===== config.mk =====
export PLATFORM = sky130hd
export DESIGN_NAME = flash_record_write_sequencer
export DESIGN_NICKNAME = d
export VERILOG_FILES = /design/src/rtl/frws_pkg.sv /design/src/rtl/flash_record_write_sequencer.sv /design/src/rtl/frws_step.sv
export SDC_FILE = /design/constraint.sdc
export NUM_CORES = 1
export LEC_CHECK = 0
export ABC_AREA = 0
export BUFFER_PORTS_ARGS = -buffer_cell sky130_fd_sc_hd__buf_2
export CAP_MARGIN = 20
export CORE_ASPECT_RATIO = 1.25
export CORE_MARGIN = 1
export CORE_UTILIZATION = 30
export DETAILED_ROUTE_END_ITERATION = 7
export PLACE_DENSITY = 0.57
export SYNTH_ARGS = -nofsm -noshare
export SYNTH_HDL_FRONTEND = slang
export SYNTH_HIERARCHICAL = 1
export SYNTH_SLANG_ARGS = --single-unit

===== constraint.sdc =====
create_clock -name clock -period 4 [get_ports clock]
set_input_delay 0.2 -clock clock [delete_from_list [all_inputs] [get_ports clock]]
set_output_delay 0.2 -clock clock [all_outputs]
set_load 0.03 [all_outputs]

===== src/rtl/frws_pkg.sv =====
package frws_pkg;

   localparam int WORD_INDEX_W = 10;
   localparam int OFFSET_W     = 8;
   localparam int COUNT_W      = 8;
   localparam int CSR_INDEX_W  = 2;
   localparam int CSR_DATA_W   = 10;

   localparam logic [COUNT_W-1:0] FAULT_WORDS_RESET = 8'd16;
   localparam logic [COUNT_W-1:0] VIN_WORDS         = 8'd5;
   localparam logic [COUNT_W-1:0] SERIAL_WORDS      = 8'd4;

   // Marker data word itself is supplied by the data mux downstream (source MARKER).
   localparam logic [31:0] MARKER_WORD = 32'h1234_5678;

   typedef enum logic [0:0] {
      CMD_START = 1'b0,
      CMD_STEP  = 1'b1
   } cmd_type;

   typedef enum logic [1:0] {
      JOB_FAULT  = 2'd0,
      JOB_VIN    = 2'd1,
      JOB_SERIAL = 2'd2,
      JOB_NONE   = 2'd3
   } job_type;

   typedef enum logic [1:0] {
      OP_NONE  = 2'd0,
      OP_ERASE = 2'd1,
      OP_WRITE = 2'd2,
      OP_RSVD  = 2'd3
   } flash_op_type;

   typedef enum logic [1:0] {
      SRC_FAULT  = 2'd0,
      SRC_SERIAL = 2'd1,
      SRC_VIN    = 2'd2,
      SRC_MARKER = 2'd3
   } source_type;

   localparam logic [1:0] BLOCK_FAULT  = 2'd0;
   localparam logic [1:0] BLOCK_SERIAL = 2'd1;
   localparam logic [1:0] BLOCK_VIN    = 2'd2;

   localparam logic [CSR_INDEX_W-1:0] CSR_FAULT_WORDS  = 2'd0;
   localparam logic [CSR_INDEX_W-1:0] CSR_VIN_START    = 2'd1;
   localparam logic [CSR_INDEX_W-1:0] CSR_SERIAL_START = 2'd2;

   typedef enum logic [2:0] {
      PH_IDLE  = 3'b001,
      PH_ERASE = 3'b010,
      PH_WRITE = 3'b100
   } phase_type;

   typedef struct packed {
      logic       cmd;
      logic [1:0] job_kind;
      logic       erase_done;
      logic       write_done;
   } req_type;

   typedef struct packed {
      logic [1:0]              flash_op;
      logic [1:0]              block_index;
      logic [WORD_INDEX_W-1:0] word_index;
      logic [1:0]              source_select;
      logic [OFFSET_W-1:0]     source_offset;
      logic                    busy_res;
      logic                    job_finished;
      logic                    start_ignored;
   } rsp_type;

   typedef struct packed {
      logic [COUNT_W-1:0]      fault_table_words;
      logic [WORD_INDEX_W-1:0] vin_start_index;
      logic [WORD_INDEX_W-1:0] serial_start_index;
   } cfg_type;

   typedef struct packed {
      phase_type               phase;
      logic [1:0]              active_job;
      logic [1:0]              erase_block;
      logic [WORD_INDEX_W-1:0] next_word_index;
      logic [COUNT_W-1:0]      words_left;
      logic [1:0]              data_source;
      logic [OFFSET_W-1:0]     data_offset;
      logic                    marker_written;
   } state_type;

endpackage


===== src/rtl/flash_record_write_sequencer.sv =====
// Data-flash record update sequencer. A start transaction (cmd 0) loads one of three jobs
// (fault table, VIN, serial number); each following step transaction (cmd 1) returns the
// flash operation to issue: an erase of the job's block until erase_done, then one word
// write per step, advancing word index and source offset on write_done. The fault-table
// job appends a marker word (source 3) at the next index. Every request yields exactly one
// response, in the cycle after it is taken; a request can be taken every cycle, and the
// request side stalls only while a held response is itself stalled. Word indexes wrap at
// 1024. Registers are sampled at job start; csr_ready is always high.
module flash_record_write_sequencer
   import frws_pkg::*;
(
   input  logic                   clock,
   input  logic                   reset,

   input  logic                   req_valid,
   output logic                   req_stall,
   input  req_type                req_data,

   output logic                   rsp_valid,
   input  logic                   rsp_stall,
   output rsp_type                rsp_data,

   input  logic                   csr_valid,
   output logic                   csr_ready,
   input  logic [CSR_INDEX_W-1:0] csr_index,
   input  logic [CSR_DATA_W-1:0]  csr_wdata
);

   cfg_type   cfg_ff, cfg_in;
   state_type state_ff, state_in;
   state_type state_next;
   rsp_type   rsp_ff, rsp_in, rsp_next;
   logic      rsp_valid_ff, rsp_valid_in;
   logic      req_take;

   assign csr_ready = 1'b1;
   assign req_stall = rsp_valid_ff && rsp_stall;
   assign req_take  = req_valid && !req_stall;

   frws_step u_step (
      .state      (state_ff),
      .cfg        (cfg_ff),
      .req        (req_data),
      .state_next (state_next),
      .rsp        (rsp_next)
   );

   always_comb begin
      cfg_in = cfg_ff;
      if (csr_valid) begin
         unique case (csr_index)
            CSR_FAULT_WORDS:  cfg_in.fault_table_words  = csr_wdata[COUNT_W-1:0];
            CSR_VIN_START:    cfg_in.vin_start_index    = csr_wdata[WORD_INDEX_W-1:0];
            CSR_SERIAL_START: cfg_in.serial_start_index = csr_wdata[WORD_INDEX_W-1:0];
            default:          cfg_in = cfg_ff;
         endcase
      end
   end

   always_comb begin
      state_in     = req_take ? state_next : state_ff;
      rsp_in       = req_take ? rsp_next : rsp_ff;
      rsp_valid_in = req_take || (rsp_valid_ff && rsp_stall);
   end

   always_ff @(posedge clock) begin
      if (reset) begin
         cfg_ff       <= '{fault_table_words: FAULT_WORDS_RESET,
                           vin_start_index: '0, serial_start_index: '0};
         state_ff     <= '{phase: PH_IDLE, active_job: '0, erase_block: '0,
                           next_word_index: '0, words_left: COUNT_W'(1),
                           data_source: '0, data_offset: '0, marker_written: 1'b0};
         rsp_valid_ff <= 1'b0;
      end else begin
         cfg_ff       <= cfg_in;
         state_ff     <= state_in;
         rsp_valid_ff <= rsp_valid_in;
      end
   end

   always_ff @(posedge clock) begin
      rsp_ff <= rsp_in;
   end

   assign rsp_valid = rsp_valid_ff;
   assign rsp_data  = rsp_ff;

   a_take_gives_rsp: assert property (@(posedge clock) disable iff (reset)
      req_take |=> rsp_valid_ff)
      else $error("accepted request produced no response");

   a_finish_not_busy: assert property (@(posedge clock) disable iff (reset)
      rsp_valid_ff && rsp_ff.job_finished |-> !rsp_ff.busy_res && rsp_ff.flash_op == OP_WRITE)
      else $error("finished job still busy or not on a write");

   a_ignored_no_op: assert property (@(posedge clock) disable iff (reset)
      rsp_valid_ff && rsp_ff.start_ignored |-> rsp_ff.flash_op == OP_NONE && rsp_ff.busy_res)
      else $error("dropped start issued an operation or left busy");

   a_marker_offset: assert property (@(posedge clock) disable iff (reset)
      state_ff.data_source == SRC_MARKER |-> state_ff.data_offset == '0 &&
         state_ff.marker_written && state_ff.active_job == JOB_FAULT)
      else $error("marker source in an inconsistent job state");

endmodule


===== src/rtl/frws_step.sv =====
module frws_step
   import frws_pkg::*;
(
   input  state_type state,
   input  cfg_type   cfg,
   input  req_type   req,
   output state_type state_next,
   output rsp_type   rsp
);

   logic               busy;
   logic [COUNT_W-1:0] left_dec;

   assign busy     = (state.phase == PH_ERASE) || (state.phase == PH_WRITE);
   assign left_dec = state.words_left - 1'b1;

   always_comb begin
      state_next = state;
      rsp        = '0;

      if (req.cmd == CMD_START) begin
         if (busy) begin
            rsp.start_ignored = 1'b1;
         end else if (req.job_kind != JOB_NONE) begin
            state_next.active_job     = req.job_kind;
            state_next.data_offset    = '0;
            state_next.marker_written = 1'b0;
            state_next.phase          = PH_ERASE;
            unique case (req.job_kind)
               JOB_FAULT: begin
                  state_next.erase_block     = BLOCK_FAULT;
                  state_next.next_word_index = '0;
                  // empty table still gets one word
                  state_next.words_left      = (cfg.fault_table_words == '0) ?
                                               COUNT_W'(1) : cfg.fault_table_words;
                  state_next.data_source     = SRC_FAULT;
               end
               JOB_VIN: begin
                  state_next.erase_block     = BLOCK_VIN;
                  state_next.next_word_index = cfg.vin_start_index;
                  state_next.words_left      = VIN_WORDS;
                  state_next.data_source     = SRC_VIN;
               end
               default: begin
                  state_next.erase_block     = BLOCK_SERIAL;
                  state_next.next_word_index = cfg.serial_start_index;
                  state_next.words_left      = SERIAL_WORDS;
                  state_next.data_source     = SRC_SERIAL;
               end
            endcase
         end
      end else begin
         unique case (state.phase)
            PH_ERASE: begin
               rsp.flash_op    = OP_ERASE;
               rsp.block_index = state.erase_block;
               if (req.erase_done) begin
                  state_next.phase = PH_WRITE;
               end
            end
            PH_WRITE: begin
               rsp.flash_op      = OP_WRITE;
               rsp.word_index    = state.next_word_index;
               rsp.source_select = state.data_source;
               rsp.source_offset = state.data_offset;
               if (req.write_done) begin
                  state_next.words_left = left_dec;
                  if (left_dec != '0) begin
                     state_next.next_word_index = state.next_word_index + 1'b1;
                     state_next.data_offset     = state.data_offset + 1'b1;
                  end else if (state.active_job == JOB_FAULT && !state.marker_written) begin
                     state_next.next_word_index = state.next_word_index + 1'b1;
                     state_next.words_left      = COUNT_W'(1);
                     state_next.data_source     = SRC_MARKER;
                     state_next.data_offset     = '0;
                     state_next.marker_written  = 1'b1;
                  end else begin
                     state_next.phase = PH_IDLE;
                     rsp.job_finished = 1'b1;
                  end
               end
            end
            default: begin
               state_next.phase = PH_IDLE;
            end
         endcase
      end

      rsp.busy_res = (state_next.phase == PH_ERASE) || (state_next.phase == PH_WRITE);
   end

endmodule


== Yosys cells after proc, flatten, opt, wreduce, memory -nomap -nowiden ==
Index checks and enable logic that the tools add are counted.
Word-level totals
  output and inout port bits: 30
  logic and storage cells: 86
  input port bits: 22
  flip-flop bits (word level): 92
Operators by class
  reductions and logical operators: 24
  bitwise operators: 4
  add/subtract/negate cells: 3
  multiplexer cells: 21
  equality and inequality tests: 14
Operators by type and width (count)
  two-way mux 29 bit: 4
  two-way mux 36 bit: 2
  case mux 22 bit (2 select lines): 1
  two-way mux 10 bit: 2
  two-way mux 8 bit: 2
  two-way mux 3 bit: 5
  adder 10 x 1 -> 10 bit, second input constant: 1
  AND reduction 2 bit: 5
  adder 8 x 1 -> 8 bit, second input constant: 1
  zero test 8 bit: 1
  != test 2 bit, second input constant: 4
  nonzero test 8 bit: 1
  subtractor 8 x 1 -> 8 bit, second input constant: 1
  AND reduction 7 bit: 1
  == test 3 x 2 -> 1 bit, second input constant: 2
  == test 3 bit, second input constant: 2
  zero test 2 bit: 3
  case mux 3 bit (2 select lines): 1
  AND reduction 6 bit: 1
  AND reduction 5 bit: 1
  == test 2 x 1 -> 1 bit, second input constant: 2
  != test 2 x 1 -> 1 bit, second input constant: 2
  inverter 1 bit: 4
  case mux 2 bit (2 select lines): 1
  9 further kinds: 16

== Longest topological paths before layout ==
Gate-level depths: netlist (run 1).
  depth in word-level cells: 9
  gate-level depth with buffers: 10

== By module ==
The synthesis (run 1) kept the hierarchy.
By module, submodules not included
  flash_record_write_sequencer: instances 1, cells an instance 298, area an instance 3623.5 µm²
  frws_step: instances 1, cells an instance 268, area an instance 1660.3 µm²

== Worst setup path before layout (run 1) ==
Ideal clock, no wire load.
  path kind: reg-to-reg
  start point: register state_ff[11] (netlist name)
  end point: register state_ff[20] (netlist name)
  required time: 3880 ps
  setup time: 120 ps
  arrival: 2419 ps
  slack: 1462 ps
  period minus slack after synthesis: 2538 ps
  stages on the path, launching flop included: 11
  path through: dfxtp_1 > inv_1 > ha_1 > or3b_1 > o21ai_1 > nand4_4 > o21ai_2 > mux2_2 > a221o_1 > nand2b_1 > mux2i_1
RTL lines
  from (decl): RTL line flash_record_write_sequencer.sv:30  | state_type state_ff, state_in;
  from (signal assigned): RTL line flash_record_write_sequencer.sv:70  | state_ff <= '{phase: PH_IDLE, active_job: '0, erase_block: '0,
  from (signal assigned): RTL line flash_record_write_sequencer.sv:76  | state_ff <= state_in;

==> flow_metrics.py, run 1 <==
metrics = {
    "sta": {
        "worst_clock_skew_ps": 6.579,
        "rsz0062_at_grt": "false",
        "min_period_over_period": 0.7071,
        "setup_violations": 0,
        "fin_crit_ps": 2828,
        "fmax_mhz": 353.6,
        "holdWs_ps": 83.45,
        "tightest_slew_ps": 1031,
        "relSlewSlack": 0.3063,
        "tns_ps": 0,
        "hold_violations": 0,
        "slew_violations": 0,
    },
    "clock_tree": {
        "h-tree-depth": 3,
        "post_cts_resized": 0,
        "root_buffer": "clkbuf_16",
        "clk_path_buf_depth": 2,
        "cts.sinks": 92,
        "numCtsBuffers": 9,
        "clk_pin_slew_ps": 60,
        "postCtsSetupRepairBufs": 0,
        "clk_latency_ps": 340,
        "cts_hold_buf": 0,
        "cts_tree": "yes",
    },
    "drt": {
        "drt_iter0_drc": 340,
        "wl_met1_mm": 5.706,
        "drtPass1Iterations": 5,
        "via_per_inst": 5.085,
        "drtAntennaViolNets": 0,
        "avgRoutedWirePerCell_um": 15.05,
        "met3_length_um": 553,
        "dr_wl_met2_mm": 5.878,
        "via_count": 4165,
        "drc": 0,
        "drt-total-wl_mm": 12.33,
        "dr.max_layer_used": "met4",
    },
    "logic_synthesis": {
        "yosys.area.top_type_share": 0.2463,
        "yosysTopAreaCell": "dfxtp_1",
        "ys.flop_type": "dfxtp_1",
        "synthMuxAreaShare": 0.1255,
        "postSynthCellCount": 566,
        "syn-num-nets": 592,
        "synth_xor_area_frac": 0.01823,
        "yosysUniqueCellTypes": 70,
        "avgSynthCellArea_um2": 9.335,
        "yosys.area_share.simple": 0.2794,
        "ys_seq_elements": 92,
        "async_reset_ff_frac": 0,
        "synth.area.top_cells": "dfxtp_1 (25%), edfxtp_1 (15%), nand2b_1 (13%)",
        "synth_compound_area_frac": 0.1231,
        "synth_seq_area_share": 0.3997,
        "synth_warnings": 6,
        "synth_top_family_by_area": "simple AND/OR/NAND/NOR gates",
        "synth_area_um2": 5284,
        "synth-adder-area-share": 0.009472,
        "synth_edf_count": 27,
    },
    "global_routing": {
        "grt-ovfl-total": 0,
        "grt_pass1_vias": 3951,
        "gr-usage-all-layers": 0.1406,
        "grt_pass1_wl_mm": 20.22,
        "antenna_found_initial": 0,
        "grt_max_degree": 67,
    },
    "worst_setup_path": {
        "critical_path_class": "register to register",
        "setup.worst_path.start_class": "register",
        "cp-end-kind": "register",
        "arrival_ps": 3010,
        "crit_fanout": 9,
        "crit_required_ps": 4190,
    },
    "final_layout": {
        "fin_nets": 620,
        "final_area_um2": 5987,
        "diodes": 0,
        "layout-drive-gt1-share": 0.1452,
        "areaGrowthSynthToFinish_pct": 13.31,
    },
    "floorplan": {
        "dieWidth_um": 120.7,
        "core_area_um2": 17040,
        "die_area_um2": 18150,
        "start_util": 0.3100,
        "io_pins": 52,
        "die_y_um": 150.4,
        "rows": 53,
    },
    "status": {
        "status": "complete, no violations",
    },
    "run": {
        "drv_cap": 0,
    },
    "placement": {
        "dpl.hpwl_mm": 8.398,
        "dpl_cell_area_um2": 5673,
        "io_buffers": 50,
        "gp_routability_congestion": 0.8133,
    },
    "pwr": {
        "power.density_nw_per_um2": 357.4,
        "leakagePower_nw": 2.358,
        "ir_worst_vdd_uv": 163.5,
    },
    "min_path": {
        "hold_path_class": "input port to register",
    },
}
## critical path: stages (launching register included)
cell,delay [ps]
dfxtp_1,370
inv_1,140
ha_1,200
or3b_1,430
o21ai_1,280
nand4_4,210
o21ai_2,270
mux2_2,370
a221o_1,290
nand2b_1,70
mux2i_1,60
## placed cells by master, fill, tap and decap left out, types with 15 or more instances in the layout
master,count
edfxtp_1,27
dfxtp_1,65
nand2b_1,107
buf_2,50
nor2_1,37
and3_1,25
nand2_1,25
mux2i_1,64
a21oi_1,15
## logic make-up after synthesis
kind of cell             Yosys count
multiplexers                      66
AND/OR/NAND/NOR                  253
adder cells (fa/ha/maj)            4
buffers and inverters             50
other                              1
flip-flops                        92
AO/OA/AOI/OAI                     89
XOR/XNOR                          11
## report_power, final
group	leakage, nW	internal (mW)	switching [mW]	total [mW]
combinational	1.42	0.0995	0.175	0.275
clock	0.143	0.486	0.367	0.853
sequential	0.800	0.989	0.0226	1.01
## cells in the mapped netlist, drive strengths merged (3+ instances only)
master / instances
and2: 4
dfxtp: 65
nand2b: 107
o31ai: 3
nand4: 5
o211ai: 7
nand3: 12
a22oi: 10
nor4: 4
a21o: 3
nand2: 25
o21ai: 14
clkbuf: 25
xnor2: 11
and3: 25
inv: 11
nor3: 11
a221o: 9
edfxtp: 27
a31oi: 6
a21oi: 15
or2: 4
mux2i: 64
ha: 4
or3: 3
buf: 14
nor2: 37
## layout make-up
cell class,instances,area (µm²)
Clock buffer,10,229.0
Clock inverter,6,65.06
Fill cell,1722,11060
Inverter,11,41.29
Multi-Input combinational cell,424,2957
Sequential cell,92,2112
Tap cell,220,275.3
Timing Repair Buffer,56,307.8
## metrics by stage
stage	power, mW	worst slack, ps	instances	util
after detailed placement	1.306	1180	802	0.3329
after CTS	2.157	1174	818	0.3501
after global placement	1.297	1267	802	0.3329
after floorplan	1.236	1462	566	-
after global routing	2.217	976.2	819	0.3513
final	2.140	1172	819	0.3513
## state kept, by name (all words and copies together) (netlist names)
name,flops
cfg_ff,28
rsp_data,27
rsp_valid,1
state_ff,36
## final timing paths
kind | startpoint | endpoint | slack (ps) | depth (start not counted)
worst max-delay path | state_ff[12] | state_ff[20] | 1170 | 10
worst min-delay path | req_valid | rsp_valid | 80 | 3
worst max register to register | state_ff[12] | state_ff[20] | 1170 | 10
worst min register to register | cfg_ff[12] | cfg_ff[12] | 470 | 2
## routing by layer
| metal | vias to the layer above | GRT usage |
|---|---|---|
| li1 | 2084 | - |
| met3 | 9 | 0.01932 |
| met1 | 1974 | 0.1856 |
| met5 | - | 0 |
| met2 | 98 | 0.2330 |
| met4 | 0 | 0.05247 |
Power figures use the tool's default switching activity.
==> run 2: changes to the inputs <==
PLACE_DENSITY = 0.59   (was 0.57)
clock period = 2.37 ns   (was 4 ns; I/O delays follow)
==> run 2 against run 1 <==
Against the previous run: clock power increased by 93%; flip-flop and latch count unchanged; routed wire length rose by 1.4%; global-route usage rose by 0.23 points; power rose by 82%.
==> flow_metrics.py, run 2 (synthesized netlist as in run 1, its figures left out) <==
metrics = {
    "status": {
        "status": "complete, no violations",
    },
    "final_layout": {
        "layout_commonest_cell": "nand2b_1",
        "layout-drive-gt1-share": 0.1981,
        "fin_nets": 642,
        "final_util": 0.3724,
        "areaGrowthSynthToFinish_pct": 20.13,
        "top_register": "state_ff",
        "largest_reg_flops": 36,
        "final_cell_mix": "nand2b_1 (106), mux2i_1 (64), dfxtp_1 (63)",
        "diodes": 0,
        "final_cells": 841,
    },
    "worst_setup_path": {
        "critical_path_class": "register to register",
        "reg2reg_to": "state_ff[0]",
        "setup.worst_path.start_class": "register",
        "worst_r2r_path_depth": 10,
        "cp-endpoint": "state_ff[0]",
        "crit_fanout": 5,
        "r2r-start": "state_ff[11]",
        "crit_required_ps": 2650,
        "worstSetupStartpoint": "state_ff[11]",
        "ff2ff_setup_slack_ps": 20,
        "cp-end-kind": "register",
        "arrival_ps": 2630,
    },
    "drt": {
        "drtAntennaViolNets": 0,
        "drtPass1Iterations": 7,
        "via_per_inst": 5.038,
        "drt_iter0_drc": 348,
        "via_count": 4237,
        "drt-total-wl_mm": 12.50,
        "drc": 0,
        "avgRoutedWirePerCell_um": 14.87,
    },
    "pwr": {
        "ir_worst_vdd_uv": 305.1,
        "power_mw": 3.904,
        "leakagePower_nw": 2.527,
        "power.density_nw_per_um2": 615.0,
    },
    "global_routing": {
        "grt_max_degree": 64,
        "antenna_found_initial": 0,
        "grt_pass1_vias": 4023,
        "gr-usage-all-layers": 0.1430,
        "grt-ovfl-total": 0,
        "grt_pass1_wl_mm": 20.28,
    },
    "placement": {
        "gp_routability_congestion": 0.8162,
        "placedCellCount": 820,
        "io_buffers": 50,
        "dpl.hpwl_mm": 8.679,
    },
    "clock_tree": {
        "clk_latency_ps": 350,
        "root_buffer": "clkbuf_16",
        "cts.sinks": 92,
        "h-tree-depth": 3,
        "cts_tree": "yes",
        "clk_path_buf_depth": 2,
        "numCtsBuffers": 9,
        "clk_pin_slew_ps": 70,
    },
    "sta": {
        "setup_violations": 0,
        "slew_violations": 0,
        "tns_ps": 0,
        "fmax_mhz": 425.2,
        "hold_violations": 0,
        "relSlewSlack": 0.4895,
        "worst_clock_skew_ps": 6.648,
        "min_period_over_period": 0.9924,
        "tightest_slew_ps": 764.1,
        "rsz0062_at_grt": "true",
        "fin_crit_ps": 2352,
    },
    "floorplan": {
        "die_y_um": 150.4,
        "rows": 53,
        "dieWidth_um": 120.7,
        "core_area_um2": 17040,
        "die_area_um2": 18150,
        "io_pins": 52,
        "start_util": 0.3100,
    },
    "run": {
        "drv_cap": 0,
    },
    "min_path": {
        "hold_path_class": "input port to register",
    },
}
run 2: through the flow:
| stage | hold WS, ps | worst slack [ps] | instance area, µm² |
|---|---|---|---|
| CTS | 47.81 | 3.924 | 6254 |
| detailed placement | 361.7 | -38.90 | 5878 |
| global route | 66.09 | -92.89 | 6347 |
| finish | 55.20 | 17.95 | 6347 |
| global placement | 345.0 | 17.96 | 5878 |
| floorplan | 235.9 | -2.400 | 5316 |
run 2: how the worst min path moves through the flow:
stage | startpoint | end | slack [ps] | cells after the start
2_1_floorplan | req_valid | rsp_valid | 240 | 2
5_1_grt | csr_wdata[9] | cfg_ff[19] | 70 | 3
3_3_place_gp | req_valid | rsp_valid | 350 | 3
4_1_cts | csr_wdata[9] | cfg_ff[19] | 50 | 3
3_5_place_dp | req_valid | rsp_valid | 360 | 3
6_report | csr_wdata[9] | cfg_ff[19] | 60 | 3
run 2: power by group:
group | switching (mW) | internal (mW)
Combinational | 0.320 | 0.224
Sequential | 0.0364 | 1.67
Clock | 0.621 | 1.03
Total | 0.977 | 2.93
run 2: routing by layer:
metal | vias up | track usage | wire [µm]
met2 | 84 | 0.2279 | 5933
met3 | 13 | 0.02538 | 449
met5 | - | 0 | 0
met1 | 2021 | 0.1877 | 5897
met4 | 0 | 0.06605 | 221
li1 | 2119 | - | -
run 2: area by class of cell:
class                           instances  area, µm²
Fill cell                            1707      10700
Multi-Input combinational cell        424       3065
Sequential cell                        92       2117
Timing Repair Buffer                   78      505.5
Tap cell                              220      275.3
Clock buffer                           10      229.0
Clock inverter                          6      111.4
Inverter                               11      43.79
run 2: what timing repair did:
| action | in CTS | in global routing |
|---|---|---|
| resized for setup | 4 | 13 |
| hold endpoints to repair | 1 | 0 |
| hold buffers | 1 | 0 |
| endpoints found under the setup margin | 6 | 20 |
| pin swaps | 0 | 10 |
| buffers inserted | 0 | 3 |
run 2: critical path, stage by stage, from the launching register on:
cell	delay, ps
dfxtp_4	350
inv_4	50
ha_4	150
or3b_4	430
nor4b_2	340
a31o_2	180
buf_4	130
nand2_1	150
o41ai_2	260
nand2b_1	80
mux2i_1	140
